<file path="src/hdl/pcxrld_pkg.sv">
// ----------------------------------------------------------------------------
// pcxrld_pkg
// Types, constants and control structs shared by the PCX RLE line decoder.
// ----------------------------------------------------------------------------
package pcxrld_pkg;

  // column counter width, 8 to 16
  localparam int COLUMN_BITS = 16;

  localparam int BYTE_W  = 8;
  localparam int COORD_W = 16;
  localparam int COUNT_W = 6;
  localparam int CFG_IDX_W = 8;

  typedef logic [BYTE_W-1:0]      byte_t;
  typedef logic [COORD_W-1:0]     coord_t;
  typedef logic [COUNT_W-1:0]     count_t;
  typedef logic [COLUMN_BITS-1:0] col_t;
  typedef logic [CFG_IDX_W-1:0]   cfg_idx_t;

  // stream byte codes
  localparam byte_t RUN_MARK = 8'hc0;
  localparam byte_t RUN_MASK = 8'h3f;

  localparam col_t COL_MAX = {COLUMN_BITS{1'b1}};

  // configuration register indexes
  localparam cfg_idx_t CFG_LINE_BYTES = 8'd0;
  localparam cfg_idx_t CFG_IMAGE_ROWS = 8'd1;

  localparam coord_t LINE_BYTES_RST = 16'd320;
  localparam coord_t IMAGE_ROWS_RST = 16'd200;

  typedef enum logic {
    ST_IDLE,
    ST_RUN
  } pcxrld_state_t;

  // controller to datapath
  typedef struct packed {
    logic latch_mark;
    logic latch_run;
    logic emit_lit;
    logic emit_run;
  } pcxrld_cmd_t;

  // datapath to controller
  typedef struct packed {
    logic out_free;
    logic awaiting;
    logic byte_is_mark;
    logic pending_zero;
    logic left_one;
    logic pix_eol;
  } pcxrld_stat_t;

endpackage

</file>
<file path="src/hdl/pcxrld_ifs.sv">
// ----------------------------------------------------------------------------
// pcxrld channel interfaces
// Valid/ready channels for compressed bytes, decoded pixels and config writes.
// ----------------------------------------------------------------------------
interface pcxrld_in_if import pcxrld_pkg::*; ();
  logic  valid;
  logic  ready;
  byte_t data_byte;

  modport source (output valid, output data_byte, input ready);
  modport sink   (input valid, input data_byte, output ready);
endinterface

interface pcxrld_out_if import pcxrld_pkg::*; ();
  logic   valid;
  logic   ready;
  byte_t  pixel_value;
  coord_t column;
  coord_t row;
  logic   last_of_run;
  logic   end_of_line;
  logic   end_of_image;
  logic   run_clipped;

  modport source (output valid, output pixel_value, output column, output row,
                  output last_of_run, output end_of_line, output end_of_image,
                  output run_clipped, input ready);
  modport sink   (input valid, input pixel_value, input column, input row,
                  input last_of_run, input end_of_line, input end_of_image,
                  input run_clipped, output ready);
endinterface

interface pcxrld_cfg_if import pcxrld_pkg::*; ();
  logic     valid;
  logic     ready;
  cfg_idx_t index;
  coord_t   data;

  modport source (output valid, output index, output data, input ready);
  modport sink   (input valid, input index, input data, output ready);
endinterface

</file>
<file path="src/hdl/pcxrld_ctrl.sv">
// ----------------------------------------------------------------------------
// pcxrld_ctrl
// Sequencer: takes stream bytes, classifies them and drains runs pixel by
// pixel into the output register.
// ----------------------------------------------------------------------------
module pcxrld_ctrl import pcxrld_pkg::*; (
  input  logic         clk,
  input  logic         rst_n,
  input  logic         in_valid,
  output logic         in_ready,
  input  pcxrld_stat_t stat,
  output pcxrld_cmd_t  cmd
);

  pcxrld_state_t state_r, state_nxt;
  logic          accept;

  // state register
  always_ff @(posedge clk) begin
    if (!rst_n) begin
      state_r <= ST_IDLE;
    end else begin
      state_r <= state_nxt;
    end
  end

  // next state and commands
  always_comb begin
    state_nxt = state_r;
    cmd       = '0;
    in_ready  = 1'b0;
    accept    = 1'b0;
    unique case (state_r)
      ST_IDLE: begin
        in_ready = stat.out_free;
        accept   = in_valid && stat.out_free;
        if (accept) begin
          if (stat.awaiting) begin
            cmd.latch_run = 1'b1;
            if (!stat.pending_zero) begin
              state_nxt = ST_RUN;
            end
          end else if (stat.byte_is_mark) begin
            cmd.latch_mark = 1'b1;
          end else begin
            cmd.emit_lit = 1'b1;
          end
        end
      end
      ST_RUN: begin
        // one run pixel per free output slot
        if (stat.out_free) begin
          cmd.emit_run = 1'b1;
          if (stat.left_one || stat.pix_eol) begin
            state_nxt = ST_IDLE;
          end
        end
      end
      default: begin
        state_nxt = ST_IDLE;
      end
    endcase
  end

endmodule

</file>
<file path="src/hdl/pcxrld_dp.sv">
// ----------------------------------------------------------------------------
// pcxrld_dp
// Datapath: config registers, run latch, column/row counters and the
// registered output beat.
// ----------------------------------------------------------------------------
module pcxrld_dp import pcxrld_pkg::*; (
  input  logic         clk,
  input  logic         rst_n,
  input  pcxrld_cmd_t  cmd,
  output pcxrld_stat_t stat,
  input  byte_t        data_byte,
  input  logic         cfg_valid,
  input  cfg_idx_t     cfg_index,
  input  coord_t       cfg_data,
  input  logic         out_ready,
  output logic         out_valid,
  output byte_t        pixel_value,
  output coord_t       column,
  output coord_t       row,
  output logic         last_of_run,
  output logic         end_of_line,
  output logic         end_of_image,
  output logic         run_clipped
);

  coord_t line_bytes_r, image_rows_r;
  logic   awaiting_r;
  count_t pending_r;
  count_t left_r;
  byte_t  value_r;
  col_t   col_r;
  coord_t row_r;

  logic   out_valid_r;
  byte_t  pix_r;
  coord_t ocol_r, orow_r;
  logic   last_r, eol_r, eoi_r, clip_r;

  logic   emit;
  logic   eol, eoi;
  logic   left_one;
  byte_t  pix_nxt;

  // end of line / end of image for the pixel at the current position
  assign eol = ((17'(col_r) + 17'd1) >= {1'b0, line_bytes_r}) || (col_r == COL_MAX);
  assign eoi = eol && ((17'(row_r) + 17'd1) >= {1'b0, image_rows_r});

  assign emit     = cmd.emit_lit || cmd.emit_run;
  assign left_one = (left_r == count_t'(1));
  assign pix_nxt  = cmd.emit_lit ? data_byte : value_r;

  // status to controller
  always_comb begin
    stat.out_free     = !out_valid_r || out_ready;
    stat.awaiting     = awaiting_r;
    stat.byte_is_mark = ((data_byte & RUN_MARK) == RUN_MARK);
    stat.pending_zero = (pending_r == '0);
    stat.left_one     = left_one;
    stat.pix_eol      = eol;
  end

  // configuration registers
  always_ff @(posedge clk) begin
    if (!rst_n) begin
      line_bytes_r <= LINE_BYTES_RST;
      image_rows_r <= IMAGE_ROWS_RST;
    end else if (cfg_valid) begin
      unique case (cfg_index)
        CFG_LINE_BYTES: line_bytes_r <= cfg_data;
        CFG_IMAGE_ROWS: image_rows_r <= cfg_data;
        default: ;
      endcase
    end
  end

  // run marker state
  always_ff @(posedge clk) begin
    if (!rst_n) begin
      awaiting_r <= 1'b0;
      pending_r  <= '0;
    end else if (cmd.latch_mark) begin
      awaiting_r <= 1'b1;
      pending_r  <= count_t'(data_byte & RUN_MASK);
    end else if (cmd.latch_run) begin
      awaiting_r <= 1'b0;
      pending_r  <= '0;
    end
  end

  // run value and remaining count
  always_ff @(posedge clk) begin
    if (cmd.latch_run) begin
      value_r <= data_byte;
      left_r  <= pending_r;
    end else if (cmd.emit_run) begin
      left_r  <= left_r - count_t'(1);
    end
  end

  // column and row counters
  always_ff @(posedge clk) begin
    if (!rst_n) begin
      col_r <= '0;
      row_r <= '0;
    end else if (emit) begin
      if (eol) begin
        col_r <= '0;
        row_r <= eoi ? '0 : row_r + coord_t'(1);
      end else begin
        col_r <= col_r + col_t'(1);
      end
    end
  end

  // output valid
  always_ff @(posedge clk) begin
    if (!rst_n) begin
      out_valid_r <= 1'b0;
    end else if (emit) begin
      out_valid_r <= 1'b1;
    end else if (out_ready) begin
      out_valid_r <= 1'b0;
    end
  end

  // output payload
  always_ff @(posedge clk) begin
    if (emit) begin
      pix_r  <= pix_nxt;
      ocol_r <= coord_t'(col_r);
      orow_r <= row_r;
      last_r <= cmd.emit_lit || left_one || eol;
      eol_r  <= eol;
      eoi_r  <= eoi;
      clip_r <= cmd.emit_run && eol && !left_one;
    end
  end

  assign out_valid    = out_valid_r;
  assign pixel_value  = pix_r;
  assign column       = ocol_r;
  assign row          = orow_r;
  assign last_of_run  = last_r;
  assign end_of_line  = eol_r;
  assign end_of_image = eoi_r;
  assign run_clipped  = clip_r;

endmodule

</file>
<file path="src/hdl/pcx_rle_line_decoder.sv">
// ----------------------------------------------------------------------------
// pcx_rle_line_decoder
// PCX run-length decoder that tags each pixel with its column and row.
// ----------------------------------------------------------------------------
// Channels: in_ch takes one compressed byte per beat; out_ch gives one
// decoded pixel per beat with its column, row and the last-of-run,
// end-of-line, end-of-image and clipped-run flags; cfg_ch writes line_bytes
// (index 0) and image_rows (index 1), always ready; the user must write them
// only while the block is idle, which the block does not enforce. A literal
// shows on out_ch in the cycle after it is taken. Literals and run markers
// go one per cycle while out_ch is not stalled. A run value byte then sends
// its pixels (up to 63) one per cycle while out_ch is free, with in_ch held
// off; the single output register sets the pace. A run that reaches the
// line end stops there and flags run_clipped. Reset (synchronous, rst_n low)
// sets line_bytes to 320, image_rows to 200, clears counters and the pending
// run, and drops out_ch valid. When out_ch stalls, the held beat stays put
// and in_ch ready drops until the output register is taken.
// ----------------------------------------------------------------------------
module pcx_rle_line_decoder import pcxrld_pkg::*; (
  input  logic         clk,
  input  logic         rst_n,
  pcxrld_in_if.sink    in_ch,
  pcxrld_out_if.source out_ch,
  pcxrld_cfg_if.sink   cfg_ch
);

  pcxrld_cmd_t  cmd;
  pcxrld_stat_t stat;

  // config writes are always accepted
  assign cfg_ch.ready = 1'b1;

  pcxrld_ctrl u_ctrl (
    .clk      (clk),
    .rst_n    (rst_n),
    .in_valid (in_ch.valid),
    .in_ready (in_ch.ready),
    .stat     (stat),
    .cmd      (cmd)
  );

  pcxrld_dp u_dp (
    .clk          (clk),
    .rst_n        (rst_n),
    .cmd          (cmd),
    .stat         (stat),
    .data_byte    (in_ch.data_byte),
    .cfg_valid    (cfg_ch.valid),
    .cfg_index    (cfg_ch.index),
    .cfg_data     (cfg_ch.data),
    .out_ready    (out_ch.ready),
    .out_valid    (out_ch.valid),
    .pixel_value  (out_ch.pixel_value),
    .column       (out_ch.column),
    .row          (out_ch.row),
    .last_of_run  (out_ch.last_of_run),
    .end_of_line  (out_ch.end_of_line),
    .end_of_image (out_ch.end_of_image),
    .run_clipped  (out_ch.run_clipped)
  );

endmodule

</file>
<file path="src/flat_wrapper.sv">
// flat-port wrapper written by rule: the top's interface ports become plain ports
module pcx_rle_line_decoder_flat import pcxrld_pkg::*;
  (clk, rst_n, in_ch_valid, in_ch_data_byte, in_ch_ready, out_ch_valid, out_ch_pixel_value, out_ch_column, out_ch_row, out_ch_last_of_run, out_ch_end_of_line, out_ch_end_of_image, out_ch_run_clipped, out_ch_ready, cfg_ch_valid, cfg_ch_index, cfg_ch_data, cfg_ch_ready);
  pcxrld_in_if in_ch_i ();
  pcxrld_out_if out_ch_i ();
  pcxrld_cfg_if cfg_ch_i ();
  input  logic clk;
  input  logic rst_n;
  input wire logic [$bits(in_ch_i.valid)-1:0] in_ch_valid;
  input wire logic [$bits(in_ch_i.data_byte)-1:0] in_ch_data_byte;
  output wire logic [$bits(in_ch_i.ready)-1:0] in_ch_ready;
  output wire logic [$bits(out_ch_i.valid)-1:0] out_ch_valid;
  output wire logic [$bits(out_ch_i.pixel_value)-1:0] out_ch_pixel_value;
  output wire logic [$bits(out_ch_i.column)-1:0] out_ch_column;
  output wire logic [$bits(out_ch_i.row)-1:0] out_ch_row;
  output wire logic [$bits(out_ch_i.last_of_run)-1:0] out_ch_last_of_run;
  output wire logic [$bits(out_ch_i.end_of_line)-1:0] out_ch_end_of_line;
  output wire logic [$bits(out_ch_i.end_of_image)-1:0] out_ch_end_of_image;
  output wire logic [$bits(out_ch_i.run_clipped)-1:0] out_ch_run_clipped;
  input wire logic [$bits(out_ch_i.ready)-1:0] out_ch_ready;
  input wire logic [$bits(cfg_ch_i.valid)-1:0] cfg_ch_valid;
  input wire logic [$bits(cfg_ch_i.index)-1:0] cfg_ch_index;
  input wire logic [$bits(cfg_ch_i.data)-1:0] cfg_ch_data;
  output wire logic [$bits(cfg_ch_i.ready)-1:0] cfg_ch_ready;
  assign in_ch_i.valid = in_ch_valid;
  assign in_ch_i.data_byte = in_ch_data_byte;
  assign in_ch_ready = in_ch_i.ready;
  assign out_ch_valid = out_ch_i.valid;
  assign out_ch_pixel_value = out_ch_i.pixel_value;
  assign out_ch_column = out_ch_i.column;
  assign out_ch_row = out_ch_i.row;
  assign out_ch_last_of_run = out_ch_i.last_of_run;
  assign out_ch_end_of_line = out_ch_i.end_of_line;
  assign out_ch_end_of_image = out_ch_i.end_of_image;
  assign out_ch_run_clipped = out_ch_i.run_clipped;
  assign out_ch_i.ready = out_ch_ready;
  assign cfg_ch_i.valid = cfg_ch_valid;
  assign cfg_ch_i.index = cfg_ch_index;
  assign cfg_ch_i.data = cfg_ch_data;
  assign cfg_ch_ready = cfg_ch_i.ready;
  pcx_rle_line_decoder u_core (.clk(clk), .rst_n(rst_n), .in_ch(in_ch_i), .out_ch(out_ch_i), .cfg_ch(cfg_ch_i));
endmodule
</file>
<file path="config.mk">
export PLATFORM = sky130hd
export DESIGN_NAME = pcx_rle_line_decoder_flat
export DESIGN_NICKNAME = d
export VERILOG_FILES = /design/src/hdl/pcxrld_pkg.sv /design/src/hdl/pcxrld_ifs.sv /design/src/hdl/pcxrld_ctrl.sv /design/src/hdl/pcxrld_dp.sv /design/src/hdl/pcx_rle_line_decoder.sv /design/src/flat_wrapper.sv
export SDC_FILE = /design/constraint.sdc
export NUM_CORES = 1
export LEC_CHECK = 0
export ABC_AREA = 1
export BUFFER_PORTS_ARGS = -buffer_cell sky130_fd_sc_hd__buf_4
export CAP_MARGIN = 30
export CORE_MARGIN = 2
export CORE_UTILIZATION = 40
export DETAILED_ROUTE_END_ITERATION = 16
export GPL_TIMING_DRIVEN = 0
export PLACE_DENSITY_LB_ADDON = 0.25
export SYNTH_ARGS = -nofsm -noshare
export SYNTH_HDL_FRONTEND = slang
export SYNTH_SLANG_ARGS = --single-unit
</file>
<file path="constraint.sdc">
create_clock -name clk -period 4.6 [get_ports clk]
set_clock_uncertainty 0.15 [all_clocks]
set_input_delay 0.23 -clock clk [delete_from_list [all_inputs] [get_ports clk]]
set_output_delay 0.23 -clock clk [all_outputs]
set_load 0.03 [all_outputs]
</file>
==> qor.yml <==
status: "completed"
cts_tree: "built"
synth_area_leaders: "edfxtp_1, dfxtp_1, nand2_1"
hold_viol: 0
synthFlopType: "dfxtp_1"
register_area_sq_um: 3200
yosys_warnings: 0
die_area_sq_um: 16700
cts.sinks: 131
async_reset_ff_share_pct: 0
antenna_found_initial: 0
syn_area_sq_um: 6280
grt_overflow: 0
io_buffers: 81
syn_nets: 787
grt_setup_unrepaired: "no"
area_growth_pct: 28.5
cts_buffer_depth: 2
p_per_area_nw_per_um2: 398
required_ps: 4730
netlist_instances: 714
num_antenna_cells: 0
vias: 5118
place_area_sq_um: 7180
rows: 45
cts_setup_buffers: 0
drc: 0
fin_crit_ps: 3600
path_class: "flop to flop"
clk_latency_ps: 420
fillers: 1374
finalSetupViolations: 0
synth_most_common_cell: "nand2_1"
cts_inserted_buffers: 17
synthTopCellsByCount: "nand2_1, inv_1, dfxtp_1"
synth.top_cell.area_share_pct: 27.7
fp.dieW_um: 129
cp_data_arrival_time_ps: 3740
initial_core_util_pct: 41.2
hold_class: "input port to flop"
setup_tns_ps: 0
avgSynthCellArea_sq_um: 8.80
timing.final.crit_share_pct: 78.4
worstMarginPinSlew_ps: 818
die_height_um: 129
synth_top_cell_by_area: "edfxtp_1"
grt_start_max_net_pins: 32
final_layout_size_suffix_gt1_share_pct: 17.0
grtUsageTotal_pct: 18.2
ant_nets: 0
avgViaCountPerCell: 4.81
path_clk_slew_ps: 60
start_kind: "flop"
worst_ir_drop_vdd_v: 0.000266
ys_ff_latch: 131
drv_slew: 0
drv_cap: 0
synth_cell_types: 39
hold_slack_ps: 132
synth_edf_count: 58
max_slew_margin_pct: 44.9
routed_wl_mm: 14.5
clockRootBuffer: "clkbuf_16"
drtIter0Drc: 304
firstDrtPassIters: 5
grt_pass1_vias: 4840
clock.fmax_ghz: 0.277
place.gp.congestion: 0.815
fin_area_sq_um: 8070
crit_path_end_kind: "flop"
multi_input_area_sq_um: 2590
dpl.hpwl_mm: 10.5
seq_area_frac_synth_pct: 51.0
p_leak_nw: 3.53
io_pins: 84
cts_htree_levels: 4
core-area_sq_um: 15300
wire_per_inst_um: 13.6
grt_pass1_wl_mm: 23.5
nets: 914
worst-path-max-fanout: 10
state kept, by name (all words and copies together), names as in the netlist:
register / cells
u_core.u_dp.end_of_line: 1
u_core.u_dp.out_valid: 1
u_core.u_dp.row_r: 16
u_core.u_ctrl.state_r: 1
u_core.u_dp.awaiting_r: 1
u_core.u_dp.pending_r: 6
u_core.u_dp.column: 16
u_core.u_dp.image_rows_r: 16
u_core.u_dp.pixel_value: 8
u_core.u_dp.last_of_run: 1
u_core.u_dp.value_r: 8
u_core.u_dp.end_of_image: 1
u_core.u_dp.run_clipped: 1
u_core.u_dp.line_bytes_r: 16
u_core.u_dp.col_r: 16
u_core.u_dp.row: 16
u_core.u_dp.left_r: 6
area by class of cell:
class | count | share of cell area [%]
flip-flops and latches | 131 | 39.7
plain buffers | 18 | 1.08
clock buffers | 23 | 6.06
well taps | 211 | 3.27
inverters | 106 | 4.93
clock inverters | 9 | 1.84
repair buffers | 108 | 11.0
multi-input cells | 459 | 32.1
critical path: stages (launching register included):
cell,delay (ps)
dfxtp_1,410
inv_1,80
nor2_1,180
nand3_1,130
nor2_1,210
nand2_1,110
nor2_1,170
nand4_1,120
xor2_1,220
inv_1,80
ha_1,300
nand4_1,100
nor4_1,320
nand2_1,190
nand3_4,180
buf_2,260
o21ai_0,170
inv_1,100
metal layers:
layer / track usage, % / vias to the layer above / wire length (um)
met5: 0 / - / 0
met4: 7.74 / 0 / 314
met3: 3.96 / 28 / 674
met2: 28.6 / 136 / 6450
met1: 24.2 / 2320 / 7090
li1: - / 2634 / -
path summary, 6_finish.rpt:
path | start | end | slack, ps | cells after the start
worst min register to register | u_core.u_dp.line_bytes_r[14] | u_core.u_dp.line_bytes_r[14] | 310 | 2
worst max register to register | u_core.u_dp.col_r[0] | u_core.u_dp.end_of_image | 1000 | 17
worst max-delay path | u_core.u_dp.col_r[0] | u_core.u_dp.end_of_image | 1000 | 17
worst min-delay path | in_ch_valid | u_core.u_dp.awaiting_r | 130 | 5
cells in the final DEF, fill, tap and decap left out, types with 2 or more instances in the layout:
| master | netlist | layout |
|---|---|---|
| inv_2 | 5 | 5 |
| nand2_2 | 3 | 3 |
| o21ai_0 | 49 | 49 |
| nor2_1 | 45 | 45 |
| buf_2 | 4 | 4 |
| edfxtp_1 | 58 | 58 |
| nand4_1 | 27 | 27 |
| nand2_4 | 2 | 2 |
| nor4_1 | 6 | 6 |
| nand3_1 | 15 | 15 |
| dfxtp_1 | 73 | 73 |
| clkinv_1 | 1 | 3 |
| inv_1 | 100 | 100 |
| clkbuf_1 | 11 | 14 |
| xnor2_1 | 6 | 6 |
| xor2_1 | 22 | 22 |
| ha_1 | 36 | 36 |
| bufinv_16 | 0 | 4 |
| nor2_2 | 12 | 12 |
| dlygate4sd3_1 | 0 | 26 |
| nor2_4 | 2 | 2 |
| clkbuf_16 | 0 | 18 |
| a21oi_1 | 57 | 57 |
| o211ai_1 | 7 | 7 |
| nor3_1 | 9 | 9 |
| o21ai_1 | 7 | 7 |
| buf_4 | 2 | 83 |
| clkbuf_8 | 0 | 2 |
| nand2_1 | 141 | 141 |
metrics by stage:
stage	cells	total power, W	worst slack (ps)	util (%)
4_1_cts	1065	0.00324	1000	52.9
6_report	1065	0.00322	995	52.9
3_3_place_gp	1006	0.00176	1020	46.9
3_5_place_dp	1007	0.00176	1050	47.0
2_1_floorplan	714	0.00161	1710	-
5_1_grt	1065	0.00334	639	52.9
power breakdown:
group / leakage [nW] / switching [W] / internal (W) / total (W)
clock network: 0.308 / 0.000492 / 0.000965 / 0.00146
logic: 2.07 / 0.000278 / 0.000161 / 0.000440
registers: 1.15 / 0.0000354 / 0.00128 / 0.00132
cells by family (layout without fill, tap and decap cells):
kind of cell	Yosys count	count (layout)	share of synthesized area, %
simple gates	268	268	19.6
compound gates	126	126	10.6
buf+inv	124	264	7.73
flops	131	131	51.0
xor+xnor	28	28	3.90
other cells	1	1	0.0597
fa+ha+maj	36	36	7.17
timing repair:
item,CTS,global route
hold buffers,26,0
resized for setup,0,0
hold endpoints to repair,56,0
(Power assumes the default switching activity.)
